File: src/rtl/ssd_sqrt.sv
`default_nettype none

module ssd_sqrt #(
  parameter int W = 8
) (
  input  logic             clk_i,
  input  logic             rst_ni,
  input  logic             vld_i,
  input  logic [W-1:0]     rad_i,
  output logic             vld_o,
  output logic [W/2-1:0]   root_o
);

  localparam int RW = W / 2;
  localparam int XW = RW + 3;

  logic [XW-1:0] rem_s  [RW+1];
  logic [RW-1:0] root_s [RW+1];
  logic [W-1:0]  rad_s  [RW+1];
  logic          vld_s  [RW+1];

  assign rem_s[0]  = '0;
  assign root_s[0] = '0;
  assign rad_s[0]  = rad_i;
  assign vld_s[0]  = vld_i;

  // one root bit per stage
  for (genvar k = 0; k < RW; k++) begin : g_step
    logic [XW-1:0] cur;
    logic [XW-1:0] trial;
    logic          ge;

    assign cur   = {rem_s[k][XW-3:0], rad_s[k][W-1:W-2]};
    assign trial = XW'({root_s[k], 2'b01});
    assign ge    = cur >= trial;

    always_ff @(posedge clk_i) begin
      rem_s[k+1]  <= ge ? cur - trial : cur;
      root_s[k+1] <= {root_s[k][RW-2:0], ge};
      rad_s[k+1]  <= {rad_s[k][W-3:0], 2'b00};
    end

    always_ff @(posedge clk_i or negedge rst_ni) begin
      if (!rst_ni) begin
        vld_s[k+1] <= 1'b0;
      end else begin
        vld_s[k+1] <= vld_s[k];
      end
    end
  end

  assign vld_o  = vld_s[RW];
  assign root_o = root_s[RW];

endmodule

`default_nettype wire

File: config.mk
export PLATFORM = sky130hd
export DESIGN_NAME = ssd_sqrt
export DESIGN_NICKNAME = d
export VERILOG_FILES = /design/src/rtl/ssd_sqrt.sv
export SDC_FILE = /design/constraint.sdc
export NUM_CORES = 1
export LEC_CHECK = 0
export BUFFER_PORTS_ARGS = -buffer_cell sky130_fd_sc_hd__buf_2
export CAP_MARGIN = 20
export CORE_AREA = 2 2 76 78
export CTS_BUF_LIST = sky130_fd_sc_hd__clkbuf_4 sky130_fd_sc_hd__clkbuf_8
export DETAILED_ROUTE_END_ITERATION = 7
export DIE_AREA = 0 0 78 80
export PLACE_DENSITY = 0.44
export SLEW_MARGIN = 20
export SYNTH_ARGS = -nofsm -noshare
export SYNTH_HDL_FRONTEND = slang
export SYNTH_SLANG_ARGS = --single-unit
File: constraint.sdc
create_clock -name clk_i -period 4.5 [get_ports clk_i]
set_clock_uncertainty 0.1 [all_clocks]
set_input_delay 0.225 -clock clk_i [delete_from_list [all_inputs] [get_ports clk_i]]
set_output_delay 0.225 -clock clk_i [all_outputs]
set_load 0.01 [all_outputs]
==> impl_metrics.toml <==
[cells_and_area]
multi_input_area_um2 = 464
final_nets = 159
final_cell_mix = "35 x dfxtp_1, 15 x buf_2, 12 x inv_1"
fill_cells = 587
layout_commonest_cell = "dfxtp_1"
post-route-util_pct = 30.7
syn2layout_area_growth_pct = 26.6
diodes = 0
drive_gt1_share_pct = 21.6
seq_area_um2 = 801

[detailed_routing]
routedWlPerCell_um = 9.06
vias_per_cell = 3.77
first_pass_iters = 4
drtIter0Drc = 11
ant_nets = 0
drt_wl_total_mm = 1.91
vias = 796
drc = 0

[global_route]
grt_overflow = 0
grt_pass1_wl_mm = 3.44
grt_start_max_net_pins = 12
use_met3_pct = 3.17
grt.busiest_layer = "met2"
grt.met2_usage_pct = 11.8
grtUsageMet1_pct = 7.93
grt_pass1_vias = 829
grt_use_total_pct = 7.28
antenna_found_initial = 0

[power]
p_per_area_nw_per_um2 = 460
total_power_mw = 0.763
p_leak_nw = 0.767
ir_worst_vdd_mv = 0.124

[die]
core_um2 = 5410
start_util_pct = 24.2
dieArea_um2 = 6240
ios = 16
num_rows = 27
fp.dieW_um = 78
die_h_um = 80

[hold_path]
hold_end = "g_step[1].cur[2]"
holdPathStages = 2
min_path_type = "input port to register"
hold_start = "rad_i[6]"

[setup_path]
worstPathArrival_ns = 2.00
crit_fanout = 4
crit_chain = "inv_1 -> ha_1 -> or4_4 -> a31oi_4 -> nand2_4 -> mux2_4"
worst_setup_path_start_kind = "register"
crit_path_end_kind = "register"
required_ns = 4.57
cp_slowest_cell = "or4_4"
reg2regPathDepth = 6
r2r-start = "g_step[2].trial[3]"
worstSetupPathType = "register to register"
crit-reg2reg-capture = "g_step[3].cur[4]"
max_stage_delay_ns = 0.55
reg2reg_slack_ns = 2.57
critPathTopFamily = "simple AND/OR/NAND/NOR gates"
worst-path-buf-inv = 1

[cts]
cts.sinks = 39
cts_max_level = 2
ctsResizeCount = 0
ctsHoldBuffers = 8
cts_setup_buffers = 0
numCtsBuffers = 5
cts_tree = "yes"
cts_buffer_depth = 2
cts.clk_slew.worst_paths_ns = 0.07
clock-root-buffer = "clkbuf_8"
worstSkewPairLatency_ns = 0.28

[synth]
synth-seq-area-share_pct = 61.1
synth_area_leaders = "dfxtp_1 53%, ha_1 9.6%, dfrtp_1 7.6%"
avgSynthCellArea_um2 = 12.1
yosysTopAreaCell = "dfxtp_1"
synth_cell_types = 34
ys_seq_elements = 39
synth_flop_cell = "dfxtp_1"
synth_fp_nets = 129
yosysWarningCount = 0
netlist_instances = 108
synthArstFlopShare_pct = 10.3
netlist_area_um2 = 1310
netlist.area_leader.share_pct = 53.5
synth_edf_count = 0

[timing]
max_freq_mhz = 519
maxSlewViolCount = 0
tns_ns = 0
hold_viol = 0
holdWs_ns = 0.0160
setup-violations-final = 0
fin_crit_sh_pct = 42.8
finalCriticalPeriod_ns = 1.93
rsz0062_at_grt = "false"
layout_setup_ws_ns = 2.57

[placement]
dpl.hpwl_mm = 1.39
gp_congestion = 0.708
port_buffers = 15
place_ws_ns = 2.58

[flow_run]
max_cap_violations = 0

[status]
status = "finished clean"
flip-flops by register name, summed over array words and instances (netlist names):
name	count
rad_s	6
vld_s	3
root_o	4
g_step.trial	6
vld_o	1
g_step.cur	19
cell usage after synthesis (2+ instances only):
| library cell | count |
|---|---|
| a21oi_1 | 3 |
| a31oi_1 | 2 |
| dfrtp_1 | 4 |
| dfxtp_1 | 35 |
| ha_1 | 10 |
| inv_1 | 12 |
| mux2i_1 | 2 |
| nand2_1 | 3 |
| nand3_1 | 2 |
| nor2b_1 | 3 |
| nor3_1 | 2 |
| o21a_1 | 3 |
| o21ai_0 | 4 |
| xnor2_1 | 3 |
logic make-up after synthesis:
kind of cell               count (synthesis)  synth area share (%)
DFF                                       39                  61.1
AOI/OAI and AO/OA                         20                  11.3
and+or+nand+nor                           19                  8.98
buffers and inverters                     12                  3.44
adders and majority gates                 10                  9.55
xor gates and xnor gates                   4                  2.67
muxes                                      3                  2.67
other                                      1                 0.286
how the worst max path moves through the flow:
stage / start / end / slack, ns / depth (start not counted)
3_3_place_gp: g_step[2].trial[3] / g_step[3].cur[4] / 2.61 / 6
5_1_grt: g_step[2].trial[3] / g_step[3].cur[4] / 2.51 / 6
3_5_place_dp: g_step[2].trial[3] / g_step[3].cur[4] / 2.58 / 6
6_report: g_step[2].trial[3] / g_step[3].cur[4] / 2.57 / 6
2_1_floorplan: g_step[2].trial[3] / g_step[3].cur[4] / 2.65 / 6
4_1_cts: g_step[2].trial[3] / g_step[3].cur[4] / 2.57 / 6
where the power goes:
part           internal, mW  switching [mW]
registers             0.386          0.0148
logic                0.0565          0.0512
clock network         0.146           0.108
total                 0.589           0.174
stage by stage:
stage,cells,area [um2]
final,211,1660
after global routing,211,1660
after CTS,211,1660
after detailed placement,195,1480
after global placement,195,1480
after floorplan,108,1310
routing by layer:
layer  vias to the layer above  wire length (um)
met5                         -                 0
met4                         0                31
met3                         4               112
met2                        17               910
met1                       353               857
li1                        422                 -
cell type report:
| cell class | instances | share of cell area (%) |
|---|---|---|
| clock buffer | 8 | 6.26 |
| inverter | 12 | 2.71 |
| multi-input combinational | 57 | 28.0 |
| sequential | 39 | 48.3 |
| tap | 72 | 5.43 |
| timing repair buffer | 23 | 9.35 |
worst register-to-register path: stages (launching register included):
cell and delay (ns):
dfxtp_1 0.33, inv_1 0.04, ha_1 0.19, or4_4 0.55, a31oi_4 0.22, nand2_4 0.10
mux2_4 0.30
Note: power is estimated with default switching activity, not from simulation.
