## config.mk

```make
export PLATFORM = sky130hd
export DESIGN_NAME = ssd_wmul
export DESIGN_NICKNAME = d
export VERILOG_FILES = /design/src/rtl/ssd_pkg.sv /design/src/rtl/ssd_wmul.sv
export SDC_FILE = /design/constraint.sdc
export NUM_CORES = 2
export LEC_CHECK = 0
export ABC_AREA = 1
export BUFFER_PORTS_ARGS = -buffer_cell sky130_fd_sc_hd__buf_2
export CAP_MARGIN = 40
export CORE_AREA = 2 2 269 271
export DETAILED_ROUTE_END_ITERATION = 10
export DIE_AREA = 0 0 271 273
export PLACE_DENSITY = 0.82
export SYNTH_ARGS = -nofsm -noshare
export SYNTH_HDL_FRONTEND = slang
export SYNTH_SLANG_ARGS = --single-unit
```

## constraint.sdc

```tcl
create_clock -name clk_i -period 17.69 [get_ports clk_i]
set_input_delay 3.538 -clock clk_i [delete_from_list [all_inputs] [get_ports clk_i]]
set_output_delay 3.538 -clock clk_i [all_outputs]
set_load 0.05 [all_outputs]
```

## src/rtl/ssd_pkg.sv

```systemverilog
`default_nettype none

package ssd_pkg;

  localparam int CoordWidth = 32;
  localparam int FracBits   = 16;
  localparam int ParamBits  = 32;
  localparam int DistWidth  = 33;
  localparam int EpsRecip   = 10000;
  localparam int MulLat     = 5;
  localparam int DivLat     = ParamBits + 2;

  localparam logic [DistWidth-1:0] DistMax = '1;

  // degree of a quantity, used to pick the near-zero threshold
  typedef enum logic [1:0] {
    Deg0 = 2'd0,
    Deg2 = 2'd1,
    Deg4 = 2'd2
  } deg_e;

endpackage

`default_nettype wire

```

## src/rtl/ssd_wmul.sv

```systemverilog
`default_nettype none

module ssd_wmul #(
  parameter int AW = 32,
  parameter int BW = 32
) (
  input  logic                    clk_i,
  input  logic                    rst_ni,
  input  logic                    vld_i,
  input  logic signed [AW-1:0]    a_i,
  input  logic signed [BW-1:0]    b_i,
  output logic                    vld_o,
  output logic signed [AW+BW-1:0] p_o
);

  localparam int NA = (AW + 31) / 32;
  localparam int NB = (BW + 31) / 32;
  localparam int RW = 32 * (NB + 1);
  localparam int PW = 32 * (NA + NB);
  localparam int OW = AW + BW;
  localparam int ML = ssd_pkg::MulLat;

  logic [AW-1:0]      am;
  logic [BW-1:0]      bm;
  logic [32*NA-1:0]   ma_q;
  logic [32*NB-1:0]   mb_q;
  logic [63:0]        pp_q [NA][NB];
  logic [RW-1:0]      row_d [NA];
  logic [RW-1:0]      row_q [NA];
  logic [PW-1:0]      sum_d;
  logic [PW-1:0]      sum_q;
  logic signed [OW-1:0] p_q;
  logic [ML-1:0]      vld_q;
  logic [ML-1:0]      neg_q;

  // magnitudes, sign applied at the end
  assign am = a_i[AW-1] ? AW'(-a_i) : AW'(a_i);
  assign bm = b_i[BW-1] ? BW'(-b_i) : BW'(b_i);

  always_comb begin
    for (int i = 0; i < NA; i++) begin
      row_d[i] = '0;
      for (int j = 0; j < NB; j++) begin
        row_d[i] = row_d[i] + (RW'(pp_q[i][j]) << (32 * j));
      end
    end
  end

  always_comb begin
    sum_d = '0;
    for (int i = 0; i < NA; i++) begin
      sum_d = sum_d + (PW'(row_q[i]) << (32 * i));
    end
  end

  always_ff @(posedge clk_i) begin
    ma_q <= (32*NA)'(am);
    mb_q <= (32*NB)'(bm);
    for (int i = 0; i < NA; i++) begin
      for (int j = 0; j < NB; j++) begin
        pp_q[i][j] <= 64'(ma_q[32*i +: 32]) * 64'(mb_q[32*j +: 32]);
      end
      row_q[i] <= row_d[i];
    end
    sum_q <= sum_d;
    p_q   <= neg_q[ML-2] ? -OW'(sum_q) : OW'(sum_q);
  end

  always_ff @(posedge clk_i or negedge rst_ni) begin
    if (!rst_ni) begin
      vld_q <= '0;
      neg_q <= '0;
    end else begin
      vld_q <= {vld_q[ML-2:0], vld_i};
      neg_q <= {neg_q[ML-2:0], a_i[AW-1] ^ b_i[BW-1]};
    end
  end

  assign vld_o = vld_q[ML-1];
  assign p_o   = p_q;

endmodule

`default_nettype wire

```

==> summary.txt <==
Final worst path period share: 0.417
Seq/Total Area, Yosys: 0.142
Largest net degree at the start of global routing: 47
Fill count: 5648
NumNets Final: 7376
Chip height: 273 um
Clock sinks: 329
CP Class: reg2reg
Startpoint types: flop
Layout area overhead: 6.06%
Mapped Area: 0.0466 mm2
Syn_area_per_cell: 7.61 um2
Setup total negative slack: 0 ns
Pins Over Slew Limit: 0
Fin. Hold Viols: 0
Routed wire length: 128000 um
DRT Pass-1 Iters: 9
RePlAce Congestion: 1.02
Initial antenna violation count: 1
Worst Skew: 0.0148 ns
Post-synth cell types: 38
TritonCTS clock tree: done
Worst Path Max Fanout: 20
Ys async rst share: 0.0274
Post-synth EDFFs: 0
Crit path top cell by count: fa_1
Count of cells resized by post-cts repair: 0
Die area: 0.0740 mm2
Clk pin slew, worst setup/hold paths: 0.06 ns
Seq cells post-synth: 329
Vias after detailed routing: 37935
Critical Path AT: 7.82 ns
Most common cell after layout, fill and taps aside: inv_1
Max-Cap Viols: 0
Most frequent cells in the layout: 1871 x inv_1, 1814 x nand2_1, 896 x fa_1
Fmax: 136 MHz
Root Buffer: clkbuf_16
Chip width: 271 um
RSZ-0062 raised after global routing: false
CTS Buf Count: 35
Proportion of layout cells with a drive suffix above 1: 0.0476
Initial Utilization: 0.656
Max clock buf depth: 3
Worst-skew pair later-pin latency: 0.55 ns
Remaining antenna violation count after routing: 0
Gr usage total: 0.360
Average routed wire per standard cell: 18.0 um
IO buf count: 131
Hold_buf cts: 0
GRT Residual Overflow: 0
Slew HR: 0.313
First-pass GRT wire length: 207000 um
Vias in the first global route: 40751
Htree depth: 2
Crit-path max cell delay: 0.77 ns
Mean number of vias per cell: 5.32
Final Critical Period: 7.38 ns
Post-DP HPWL: 99000 um
Rows: 98
Worst setup EP type: flop
Outcome: finished, final reports clean
Io pins: 132
Worst Tran Pin Value: 1.03 ns
DRT iter0 DRCs: 3683
Final setup fails: 0
Worst EP required: 18.13 ns
Yosys warns: 0
Synthesized Nets: 7357
CP max-delay cell: dfxtp_1
Crit-path cells: buf_4, nand2_1, fa_1, inv_1, fa_1, inv_1, fa_1, inv_1, fa_1, fa_1, fa_1, inv_1, fa_1, inv_1, ha_1, ha_1, nand2_1, nor2_1, nand2_1, nor2_1, nand3_1, nand4_1, nand2_1
Setup Fix Bufs, Post-CTS: 0
Synth Instances: 6128
Prevailing post-synth register cell: dfxtp_1
Worst min path class: reg2reg
Core ar.: 0.0710 mm2
DRC Markers: 0
==> layer usage <==
layer	global-route usage	vias up	wire (um)	share of wire
li1	-	17112	-	-
met1	0.426	17938	45400	0.35
met2	0.594	2285	58800	0.46
met3	0.0910	600	15000	0.12
met4	0.217	0	9170	0.071
met5	0	-	0	0
==> synth_stat cells (6+ instances only) <==
cell type	count	area, um2
xor2_1	109	955
nand3_1	121	606
inv_1	1871	7020
dfxtp_1	320	6410
nand4_1	56	350
o21ai_1	9	45.0
o21ai_0	41	205
nor4_1	6	37.5
nand2_1	1814	6810
clkbuf_1	203	762
nor3_1	24	120
ha_1	266	3330
xnor2_1	23	201
o21bai_1	11	82.6
a21oi_1	51	255
fa_1	896	17900
nor2_2	6	37.5
dfrtp_1	9	225
nor2_1	253	950
==> critical path, delay by kind of cell, from the launching register on <==
kind,cells,cell delay (ns)
fa+ha+maj,9,4.29
simple gates,8,1.48
flops,1,0.77
buf+inv,6,0.73
==> cells by family after synthesis <==
kind of cell | Yosys count | share of synthesized area
adder cells (fa/ha/maj) | 1162 | 0.456
flip-flops | 329 | 0.142
buffers and inverters | 2084 | 0.168
AND/OR/NAND/NOR | 2300 | 0.195
XOR/XNOR | 132 | 0.0248
AO/OA/AOI/OAI | 121 | 0.0141
==> state kept, by name, indices dropped and copies added (netlist names) <==
signal / count
p_o: 64
pp_q: 64
sum_q: 64
mb_q: 32
row_q: 64
ma_q: 32
neg_q: 4
vld_q: 5
==> cell type report <==
class | count | area, um2 | area share
Sequential cell | 329 | 6660 | 0.135
Clock inverter | 16 | 154 | 0.00311
Antenna cell | 1 | 2.50 | 0.0000506
Clock buffer | 47 | 981 | 0.0198
Timing Repair Buffer | 190 | 1260 | 0.0254
Tap cell | 950 | 1190 | 0.0240
Multi-Input combinational cell | 3715 | 32200 | 0.650
Inverter | 1876 | 7040 | 0.142
==> final timing paths <==
check | from | end | slack [ns] | depth (start not counted)
setup / recovery | ma_q[29] | pp_q[0][51] | 10.31 | 23
hold / removal | pp_q[0][43] | row_q[0][43] | 0.32 | 0
setup reg to reg | ma_q[29] | pp_q[0][51] | 10.31 | 23
hold reg to reg | pp_q[0][43] | row_q[0][43] | 0.32 | 0
max in group asynchronous | rst_ni | neg_q[3] | 14.65 | 1
min in group asynchronous | rst_ni | neg_q[3] | 2.83 | 1
==> metrics by stage <==
| step | util | hold slack, ns | cell area (um2) | instances | setup WS (ns) |
|---|---|---|---|---|---|
| after floorplan | - | 0.310 | 46600 | 6128 | 11.56 |
| after global placement | 0.677 | 0.310 | 48000 | 7048 | 10.52 |
| after detailed placement | 0.680 | 0.312 | 48300 | 7059 | 10.43 |
| after CTS | 0.696 | 0.323 | 49400 | 7122 | 10.42 |
| after global routing | 0.696 | 0.327 | 49400 | 7123 | 10.06 |
| final | 0.696 | 0.321 | 49400 | 7124 | 10.31 |
Power is not shown: default switching activity piles up to over one toggle a cycle in this logic, so the estimate is an artifact.
