$ cat config.mk
export PLATFORM = sky130hd
export DESIGN_NAME = ssd_div
export DESIGN_NICKNAME = d
export VERILOG_FILES = /design/src/rtl/ssd_pkg.sv /design/src/rtl/ssd_div.sv
export SDC_FILE = /design/constraint.sdc
export NUM_CORES = 1
export LEC_CHECK = 0
export ABC_AREA = 1
export BUFFER_PORTS_ARGS = -buffer_cell sky130_fd_sc_hd__buf_2
export CAP_MARGIN = 20
export CORE_ASPECT_RATIO = 0.75
export CORE_MARGIN = 2
export CORE_UTILIZATION = 59
export DETAILED_ROUTE_END_ITERATION = 10
export PLACE_DENSITY = 0.86
export SLEW_MARGIN = 20
export SYNTH_ARGS = -nofsm -noshare
export SYNTH_HDL_FRONTEND = slang
export SYNTH_SLANG_ARGS = --single-unit
$ cat constraint.sdc
create_clock -name clk_i -period 3.3 [get_ports clk_i]
set_clock_uncertainty 0.15 [all_clocks]
set_input_delay 0.66 -clock clk_i [delete_from_list [all_inputs] [get_ports clk_i]]
set_output_delay 0.66 -clock clk_i [all_outputs]
set_load 0.01 [all_outputs]
$ cat src/rtl/ssd_pkg.sv
`default_nettype none

package ssd_pkg;

  localparam int CoordWidth = 32;
  localparam int FracBits   = 16;
  localparam int ParamBits  = 32;
  localparam int DistWidth  = 33;
  localparam int EpsRecip   = 10000;
  localparam int MulLat     = 5;
  localparam int DivLat     = ParamBits + 2;

  localparam logic [DistWidth-1:0] DistMax = '1;

  // degree of a quantity, used to pick the near-zero threshold
  typedef enum logic [1:0] {
    Deg0 = 2'd0,
    Deg2 = 2'd1,
    Deg4 = 2'd2
  } deg_e;

endpackage

`default_nettype wire

$ cat src/rtl/ssd_div.sv
`default_nettype none

module ssd_div #(
  parameter int W = 8
) (
  input  logic                         clk_i,
  input  logic                         rst_ni,
  input  logic                         vld_i,
  input  logic [W-1:0]                 num_i,
  input  logic [W-1:0]                 den_i,
  output logic                         vld_o,
  output logic [ssd_pkg::DivLat-1:0]   quo_o
);

  localparam int DL = ssd_pkg::DivLat;

  logic [W:0]    rem_s [DL+1];
  logic [W-1:0]  den_s [DL+1];
  logic [DL-1:0] quo_s [DL+1];
  logic          vld_s [DL+1];

  assign rem_s[0] = {1'b0, num_i};
  assign den_s[0] = den_i;
  assign quo_s[0] = '0;
  assign vld_s[0] = vld_i;

  for (genvar k = 0; k < DL; k++) begin : g_step
    logic       ge;
    logic [W:0] r1;

    assign ge = rem_s[k] >= {1'b0, den_s[k]};
    assign r1 = ge ? rem_s[k] - {1'b0, den_s[k]} : rem_s[k];

    always_ff @(posedge clk_i) begin
      rem_s[k+1] <= {r1[W-1:0], 1'b0};
      den_s[k+1] <= den_s[k];
      quo_s[k+1] <= {quo_s[k][DL-2:0], ge};
    end

    always_ff @(posedge clk_i or negedge rst_ni) begin
      if (!rst_ni) begin
        vld_s[k+1] <= 1'b0;
      end else begin
        vld_s[k+1] <= vld_s[k];
      end
    end
  end

  assign vld_o = vld_s[DL];
  assign quo_o = quo_s[DL];

endmodule

`default_nettype wire

==> results.json <==
{
  "postSynth.asyncResetShare_pct": 2.939,
  "dpl.hpwl_um": 56540,
  "growth_of_design_area_from_synthesis_to_finish_pct": 10.85,
  "share_of_the_synthesized_area_in_the_top_cell_type_pct": 52.38,
  "cts-root-buf": "clkbuf_16",
  "design_power_total_w": 0.05260,
  "status": "complete, no violations",
  "finalCoreUtilization_pct": 66.18,
  "reg2reg_depth": 9,
  "routed.top_layer": "met4",
  "clkSinkCount": 1157,
  "r2r-end": "rem_s[185]$_DFF_P_",
  "power.leakage_nw": 24.69,
  "post-synth-top-area-cell": "dfxtp_1",
  "post-route-drc-count": 0,
  "irDropWorstVdd_uv": 568.1,
  "wire_length_of_the_first_global_routing_pass_um": 137100,
  "worst_hold_path.endpoint": "rem_s[301]$_DFF_P_",
  "synth.avg_cell_area_um2": 9.251,
  "floorplan.die.height_um": 237.6,
  "worst-endpoint-required_ps": 3700,
  "die_x_um": 315.5,
  "final-max-slew-violation-count": 0,
  "detailroute.wirelength.met2_um": 37420,
  "detailedRoute.firstPassIterationCount": 6,
  "clockBufferDepth": 3,
  "starting_density_pct": 59.70,
  "via_per_inst": 5.027,
  "grt_setup_unrepaired": "false",
  "fin_tns_setup_ps": 0,
  "max_slew.worst_pin.slew_ps": 752.8,
  "routedWlPerCell_um": 14.22,
  "cts-buffers-inserted": 100,
  "hold_viol": 0,
  "cts_tree": "yes",
  "criticalPathCategory": "in2reg",
  "vias": 29070,
  "setup-violations-final": 0,
  "h-tree-depth": 3,
  "floorplan.io_pins": 54,
  "post-cts-setup-buffers": 0,
  "grt_use_total_pct": 22.01,
  "fraction_of_layout_cells_with_a_size_suffix_above_1_pct": 12.25,
  "min-delay-start": "num_i[3]",
  "antenna-diode-count": 0,
  "gr-total-overflow": 0,
  "syn-num-nets": 4963,
  "syn-instance-count": 4640,
  "worst_setup_path_start_kind": "input pin",
  "dpl_cell_area_um2": 43870,
  "min_delay_path_depth": 3,
  "max-slew-margin-rel_pct": 49.81,
  "nets": 5065,
  "critical_path.reg2reg.startpoint": "den_s[169]$_DFF_P_",
  "antenna_left": 0,
  "synth-seq-cells": 1157,
  "final_min_period_over_clock_period_pct": 67.77,
  "worstHoldPathType": "in2reg",
  "maxCapViolCount": 0,
  "wl_met1_um": 37770,
  "grt_max_degree": 35,
  "io_buffer_count": 53,
  "setup.reg_to_reg.worst_slack_ps": 1190,
  "maximum_fanout_encountered_on_the_critical_timing_path": 11,
  "vias_in_the_first_global_route": 28610,
  "place_congestion": 0.8876,
  "final.min_clock_period_ps": 2236,
  "floorplan.rows": 85,
  "synth.lib_cells_used.distinct": 40,
  "layout.cell_area.non_filler_um2": 47580,
  "achievable-frequency_ghz": 0.4472,
  "die-area_um2": 74950,
  "antenna_found_initial": 2,
  "arrival_ps": 2640,
  "drt_wl_total_um": 82250,
  "synth_area_leaders": "dfxtp_1 52%, nand2_1 11%, ha_1 7.9%",
  "insertion_delay_of_the_later_clocked_pin_in_the_worst_skew_pair_ps": 680,
  "synth_area_um2": 42920,
  "routed-wl-met3_um": 4948,
  "coreArea_um2": 71890,
  "powerDensity_nw_per_um2": 1106,
  "synth_enable_flop_cells": 0,
  "synth_warnings": 0,
  "clkSlewWorstSetupHoldPaths_ps": 60,
  "synth_sequential_area_ratio_pct": 54.36,
  "detail_route.iter0.violations": 2397,
  "ys_dominant_reg_cell": "dfxtp_1",
  "cp-end-kind": "flop"
}
## kinds of logic after synthesis
group | after synthesis | synth area share (%)
adder cells (fa/ha/maj) | 304 | 9.439
AO/OA/AOI/OAI | 188 | 3.008
XOR/XNOR | 99 | 2.020
flip-flops | 1157 | 54.36
buffers and inverters | 781 | 7.500
AND/OR/NAND/NOR | 2111 | 23.68
## cell usage after synthesis (2+ instances only)
cell      instances
nand2_4          56
and3_1            6
nand2_2         124
nor3_4            8
nor2_2           12
a21oi_2          27
nor2_1          129
nand3_2           2
nor2_4           16
fa_1             33
nand2_8           9
or2_1             3
buf_6            19
inv_1           686
xor2_1           62
dfrtp_1          34
buf_4            34
nand2_1        1221
inv_2            31
nand3b_4          3
nor3_2           20
ha_1            271
nand4_2          27
xnor2_1          37
o21ai_2           2
buf_2            10
nand4_1          33
nand3_1         434
a21oi_1         134
nor3_1            3
dfxtp_1        1123
a21oi_4          21
or2_4             3
## worst max-delay path, stage by stage
cell and delay [ps]:
dlygate4sd3_1 530, buf_2 110, inv_1 40, ha_1 350, nand2_1 100, nand2_1 90, a21oi_4 240, nand3_2 280
nand2_1 170, o21ai_2 60
## layer usage
layer | track usage, % | vias up
met1 | 30.23 | 13380
met4 | 6.721 | 0
met3 | 3.795 | 195
met2 | 35.56 | 897
li1 | - | 14590
met5 | 0 | -
## worst max-delay path by stage
stage | end | cells after the start | slack [ps] | start
detailed placement | rem_s[305]$_DFF_P_ | 8 | 940 | num_i[6]
finish | rem_s[298]$_DFF_P_ | 10 | 1060 | den_i[5]
global placement | rem_s[303]$_DFF_P_ | 8 | 1000 | num_i[6]
global route | rem_s[298]$_DFF_P_ | 10 | 930 | den_i[5]
CTS | rem_s[298]$_DFF_P_ | 10 | 1130 | den_i[5]
floorplan | rem_s[303]$_DFF_P_ | 11 | 1230 | num_i[0]
## final cells by class
type                       instances  area [um^2]
sequential                      1157        23330
multi-input combinational       2702        16370
clock buffer                     123         2719
timing repair buffer              63        365.4
inverter                         718         2700
clock inverter                    62        895.9
fill                            5281        24310
tap                              957         1197
## stage by stage
step	hold WS, ps	cells	setup slack (ps)
CTS	38.46	5782	1133
finish	78.73	5782	1064
floorplan	159.6	4640	1225
global route	70.97	5782	928.4
detailed placement	162.1	5587	940.9
global placement	159.5	5587	1005
## where the power goes
group          internal, W  switching [W]  total, W
logic              0.00661         0.0117    0.0183
clock network      0.00722        0.00529    0.0125
registers           0.0195        0.00231    0.0218
total               0.0333         0.0193    0.0526
## cells in the final DEF (no fill, tap or decap), drive strengths merged, types with 16 or more instances in the layout
cell type and n:
a21oi 182, buf 53, bufinv 16, clkbuf 123
clkinv 35, dfrtp 34, dfxtp 1123, fa 33
ha 271, inv 725, nand2 1410, nand3 436
nand4 61, nor2 157, nor3 31, xnor2 37
xor2 62
## registers in the layout, indices dropped and copies added (netlist names)
name and count:
quo_o 34, vld_o 1, rem_s 264, quo_s 561, den_s 264, vld_s 33
## repair_timing
action | in CTS | in global routing
endpoints found under the hold margin | 43 | 0
gates resized for setup | 0 | 0
hold buffers | 10 | 0
(Power assumes the default switching activity.)
