### src/rtl/ssd_dly.sv
`default_nettype none

module ssd_dly #(
  parameter int W = 8,
  parameter int N = 2
) (
  input  logic         clk_i,
  input  logic [W-1:0] d_i,
  output logic [W-1:0] q_o
);

  logic [W-1:0] sr_q [N];

  always_ff @(posedge clk_i) begin
    sr_q[0] <= d_i;
    for (int i = 1; i < N; i++) begin
      sr_q[i] <= sr_q[i-1];
    end
  end

  assign q_o = sr_q[N-1];

endmodule

`default_nettype wire

### config.mk
export PLATFORM = sky130hd
export DESIGN_NAME = ssd_dly
export DESIGN_NICKNAME = d
export VERILOG_FILES = /design/src/rtl/ssd_dly.sv
export SDC_FILE = /design/constraint.sdc
export NUM_CORES = 1
export LEC_CHECK = 0
export BUFFER_PORTS_ARGS = -buffer_cell sky130_fd_sc_hd__buf_2
export CORE_AREA = 2 2 39 41
export CTS_CLUSTER_DIAMETER = 30
export DETAILED_ROUTE_END_ITERATION = 6
export DIE_AREA = 0 0 41 43
export SYNTH_ARGS = -nofsm -noshare
export SYNTH_HDL_FRONTEND = slang
export SYNTH_SLANG_ARGS = --single-unit
### constraint.sdc
create_clock -name clk_i -period 0.8 [get_ports clk_i]
set_input_delay 0.04 -clock clk_i [delete_from_list [all_inputs] [get_ports clk_i]]
set_output_delay 0.04 -clock clk_i [all_outputs]
set_load 0.02 [all_outputs]
==> flow_summary.ini, run 1 <==
[status]
status = finished, final reports clean

[final_layout]
multiInputGateArea_um2 = 0
final_core_utilization = 0.414
stdcell_count = 60
largest_reg_flops = 16
seq_area_um2 = 324
drive_gt1_frac = 0.523
nFillCells = 133
final_cell_area_um2 = 573
antenna_cells = 0
reg_top3 = sr_q: 16 flops
design.final.nets = 54
nMultiInputCombCells = 0
largest_register = sr_q
syn_to_final_growth_pct = 50.7

[logic_synthesis]
synth_fa_ha_area_frac = 0
synth-simple-area-share = 0
synth_edf_count = 0
synthCells = 24
ys_seq_elements = 16
synth-main-ff-cell = dfxtp_1
async_reset_ff_frac = 0
synthesis.nets = 33
yosysSeqAreaShare = 0.842
synth_top_family_by_area = buffers and inverters
synth.area.top_cells = dfxtp_1, buf_4
syn_avg_cell_area_um2 = 15.8
yosysMostFrequentCell = dfxtp_1
yosys-top-cells-count = dfxtp_1, buf_4
synth.distinct_cells = 2
synth_compound_area_frac = 0
synth_top_cell_by_area = dfxtp_1
synth_xor_area_frac = 0
ys.warnings.count = 0
synthDominantCellAreaShare = 0.842
synthMuxAreaShare = 0
synth_area_um2 = 380

[setup_path]
worstReg2RegEnd = sr_q[0][10]$_DFF_P_
max_stage_delay_ns = 0.31
cp.depth = 1
worstSetupPathType = register to output pin
critical_path.endpoint_type = output pin
reg2regPathDepth = 0
crit_arrival_ns = 0.72
critPathBufInv = 1
crit_chain = buf_2
cp_slowest_cell = dfxtp_1
reg2reg_from = sr_q[0][2]$_DFF_P_
required_ns = 0.76
cpLargestDelayFamily = flip-flops
critical_path.endpoint = q_o[3]
setup.worst_path.start_class = register
cp-startpoint = sr_q[0][11]$_DFF_P_
cp_max_fo = 1
r2r_setup_slack_ns = 0.40

[timing]
finClkSkew_ns = 0.0000681
rsz0062_at_grt = true
max_slew_margin = 0.929
fmax_ghz = 1.31
slew_violations = 0
fin_crit_ns = 0.762
tns_ns = 0
setup_viol = 0
final_hold_viol_count = 0
tightest_slew_ns = 0.107
finalCritPeriodShare = 0.952
fin_ws_ns = 0.0383

[power_and_ir_drop]
power.leakage_nw = 0.263
peakVddDrop_uv = 693
p_per_area_nw_per_um2 = 2530

[clock_network]
clk_latency_ns = 0.27
cts-root-buf = clkbuf_4
postCtsSetupRepairBufs = 0
tritoncts = done
cts_sinks = 16
clk_pin_slew_worst_paths_ns = 0.08
h-tree-depth = 1
ctsLongestPathBuffers = 2
cts_buffers = 3

[min_path]
hp-start = sr_q[0][6]$_DFF_P_
min_path_type = register to register
hold_depth = 0

[placed_design]
port_buffers = 16
place.gp.congestion = 0.576
place_inst = 48
dpl_worst_slack_ns = 0.321
place_area_um2 = 420

[die]
top_level_ports = 17
die_area_um2 = 1760
die_w_um = 41
rows = 14
coreArea_um2 = 1380
start_util = 0.275
fp.dieH_um = 43

[grt]
grt_pass1_vias = 156
grt_start_max_net_pins = 10
grt_first_pass_wirelength_um = 600
grt-ovfl-total = 0
grt_use_total = 0.0629
antenna_found_initial = 0

[route]
num_vias = 187
vias_per_cell = 3.12
final_antenna_net_count = 0
drtIter0Drc = 2
drt-total-wl_um = 428
routedWlPerCell_um = 7.13
dr.pass1.iters = 2
drc = 0

[flow_run]
cap_violations = 0
==> where the power goes <==
group | internal, W | switching [W]
logic | 0.0000693 | 0.0000422
registers | 0.000840 | 0.00000999
clock network | 0.000276 | 0.000212
==> worst min path at each step <==
stage | to | slack (ns)
2_1_floorplan | sr_q[0][0]$_DFF_P_ | 0.07
3_3_place_gp | sr_q[0][4]$_DFF_P_ | 0.14
3_5_place_dp | sr_q[0][0]$_DFF_P_ | 0.14
4_1_cts | sr_q[0][11]$_DFF_P_ | 0.33
5_1_grt | sr_q[0][10]$_DFF_P_ | 0.32
6_report | sr_q[0][14]$_DFF_P_ | 0.33
==> through the flow <==
step | hold WS (ns) | total power, W
6_report | 0.329 | 0.00145
5_1_grt | 0.324 | 0.00152
3_3_place_gp | 0.142 | 0.000929
3_5_place_dp | 0.144 | 0.000931
4_1_cts | 0.332 | 0.00144
2_1_floorplan | 0.0677 | 0.000922
==> routing by layer <==
| layer | part of all wire | GRT usage | vias to the layer above |
|---|---|---|---|
| met2 | 0.49 | 0.0781 | 10 |
| li1 | - | - | 103 |
| met5 | 0 | 0 | - |
| met4 | 0.040 | 0.100 | 0 |
| met1 | 0.39 | 0.0532 | 72 |
| met3 | 0.075 | 0.0314 | 2 |
==> cell usage in the layout (no fill, tap or decap) <==
| master | count |
|---|---|
| clkbuf_4 | 3 |
| dfxtp_2 | 3 |
| buf_2 | 9 |
| dlygate4sd3_1 | 8 |
| buf_6 | 4 |
| clkbuf_8 | 1 |
| dfxtp_1 | 13 |
| buf_4 | 3 |
==> kinds of logic (layout without fill, tap and decap cells) <==
group | after synthesis | after routing
buf+inv | 8 | 28
flops | 16 | 16
==> area by class of cell <==
cell class              instances  area share
clock buffers                   4      0.0633
flip-flops and latches         16       0.566
well taps                      16      0.0349
repair buffers                 24       0.336
==> what timing repair did <==
item,in CTS,in global routing
gates resized for setup,0,14
endpoints found under the hold margin,8,0
hold buffers,8,0
endpoints found under the setup margin,0,7
Note: power is estimated with default switching activity, not from simulation.
==> run 2, diff against run 1 <==
--- a/config.mk
+++ b/config.mk
@@ -7,6 +7,7 @@
 export LEC_CHECK = 0
 export BUFFER_PORTS_ARGS = -buffer_cell sky130_fd_sc_hd__buf_2
 export CORE_AREA = 2 2 39 41
+export CTS_BUF_LIST = sky130_fd_sc_hd__clkbuf_8
 export CTS_CLUSTER_DIAMETER = 30
 export DETAILED_ROUTE_END_ITERATION = 6
 export DIE_AREA = 0 0 41 43
==> run 2 against run 1 <==
Net effect: worst hold slack got worse by 0.0042 ns; fmax increased by 3.7%; clock power increased by 36%; critical path type unchanged; setup slack better by 0.027 ns.
==> flow_summary.ini, run 2 (synthesis gave the netlist of run 1 again) <==
[status]
status = finished, final reports clean

[placed_design]
place.gp.congestion = 0.576
port_buffers = 16

[final_layout]
largest_reg_flops = 16
reg_top3 = sr_q: 16 flops
design.final.nets = 54
nMultiInputCombCells = 0
largest_register = sr_q
drive_gt1_frac = 0.455
syn_to_final_growth_pct = 46.1
nFillCells = 131
multiInputGateArea_um2 = 0
antenna_cells = 0
layout_common_cells = buf_2, dfxtp_1, dlygate4sd3_1, clkbuf_8

[timing]
hold_ws_ns = 0.325
setup_viol = 0
fin_crit_ns = 0.735
final_hold_viol_count = 0
finClkSkew_ns = 0.00160
slew_violations = 0
finalCritPeriodShare = 0.918
tightest_slew_ns = 0.109
tns_ns = 0
max_slew_margin = 0.928
fmax_ghz = 1.36
rsz0062_at_grt = false

[setup_path]
critPathBufInv = 1
critical_path.endpoint_type = output pin
cp_slowest_cell = dfxtp_1
reg2regPathDepth = 0
cp.depth = 1
crit_arrival_ns = 0.69
required_ns = 0.76
cp_max_fo = 1
max_stage_delay_ns = 0.31
cpLargestDelayFamily = flip-flops
setup.worst_path.start_class = register
worstSetupPathType = register to output pin
crit_chain = buf_2

[power_and_ir_drop]
seq_power_share = 0.528
intPower_w = 0.00133
netSwitchingPower_w = 0.000278
p_per_area_nw_per_um2 = 2890
peakVddDrop_uv = 768
combPwrFrac = 0.059
p_clk_frac = 0.413
swShare = 0.173
power.leakage_nw = 0.260

[route]
dr.pass1.iters = 2
vias_per_cell = 3.05
final_antenna_net_count = 0
routedWlPerCell_um = 7.03
drt-total-wl_um = 422
drtIter0Drc = 3
drc = 0
num_vias = 183

[clock_network]
cts_resized = 0
clk_latency_ns = 0.24
cts_hold_buf = 8
ctsLongestPathBuffers = 2
postCtsSetupRepairBufs = 0
h-tree-depth = 1
tritoncts = done
cts_sinks = 16
cts_buffers = 3
clk_pin_slew_worst_paths_ns = 0.06
cts-root-buf = clkbuf_8

[die]
fp.dieH_um = 43
die_w_um = 41
top_level_ports = 17
rows = 14
die_area_um2 = 1760
start_util = 0.275
coreArea_um2 = 1380

[grt]
grt_start_max_net_pins = 10
grt_pass1_vias = 156
antenna_found_initial = 0
grt_first_pass_wirelength_um = 593
grt-ovfl-total = 0
grt_use_total = 0.0598

[min_path]
min_path_type = register to register
hold_depth = 0

[flow_run]
cap_violations = 0
-- run 2: worst paths after layout --
kind / from / endpoint / slack [ns]
setup / recovery: sr_q[0][8]$_DFF_P_ / q_o[0] / 0.07
hold / removal: sr_q[0][7]$_DFF_P_ / sr_q[0][15]$_DFF_P_ / 0.32
setup reg to reg: sr_q[0][2]$_DFF_P_ / sr_q[0][10]$_DFF_P_ / 0.40
hold reg to reg: sr_q[0][7]$_DFF_P_ / sr_q[0][15]$_DFF_P_ / 0.32
-- run 2: metrics by stage --
| step | cell area [um^2] | total power, W | utilization | worst slack, ns | cells |
|---|---|---|---|---|---|
| after global placement | 420 | 0.000929 | 0.304 | 0.327 | 48 |
| after floorplan | 380 | 0.000922 | - | 0.344 | 24 |
| after CTS | 556 | 0.00163 | 0.401 | 0.0583 | 60 |
| after global routing | 556 | 0.00169 | 0.401 | 0.0199 | 60 |
| final | 556 | 0.00161 | 0.401 | 0.0653 | 60 |
| after detailed placement | 420 | 0.000931 | 0.304 | 0.321 | 48 |
-- run 2: power by group through the flow --
stage          clock network (W)   logic, W  registers, W
2_1_floorplan                  0  0.0000580      0.000864
3_3_place_gp                   0  0.0000651      0.000864
3_5_place_dp                   0  0.0000660      0.000865
4_1_cts                 0.000684  0.0000957      0.000848
5_1_grt                 0.000735   0.000102      0.000851
6_report                0.000664  0.0000950      0.000847
-- run 2: cell type report --
cell class | instances | area [um^2] | share of cell area
Sequential cell | 16 | 320 | 0.577
Tap cell | 16 | 20.0 | 0.0360
Timing Repair Buffer | 24 | 160 | 0.288
Clock buffer | 4 | 55.1 | 0.0991
-- run 2: metal layers --
layer | up-vias | GRT usage | wire length (um)
li1 | 103 | - | -
met1 | 72 | 0.0565 | 173
met2 | 8 | 0.0750 | 210
met3 | 0 | 0.0157 | 37
met4 | 0 | 0.100 | 0
met5 | - | 0 | 0
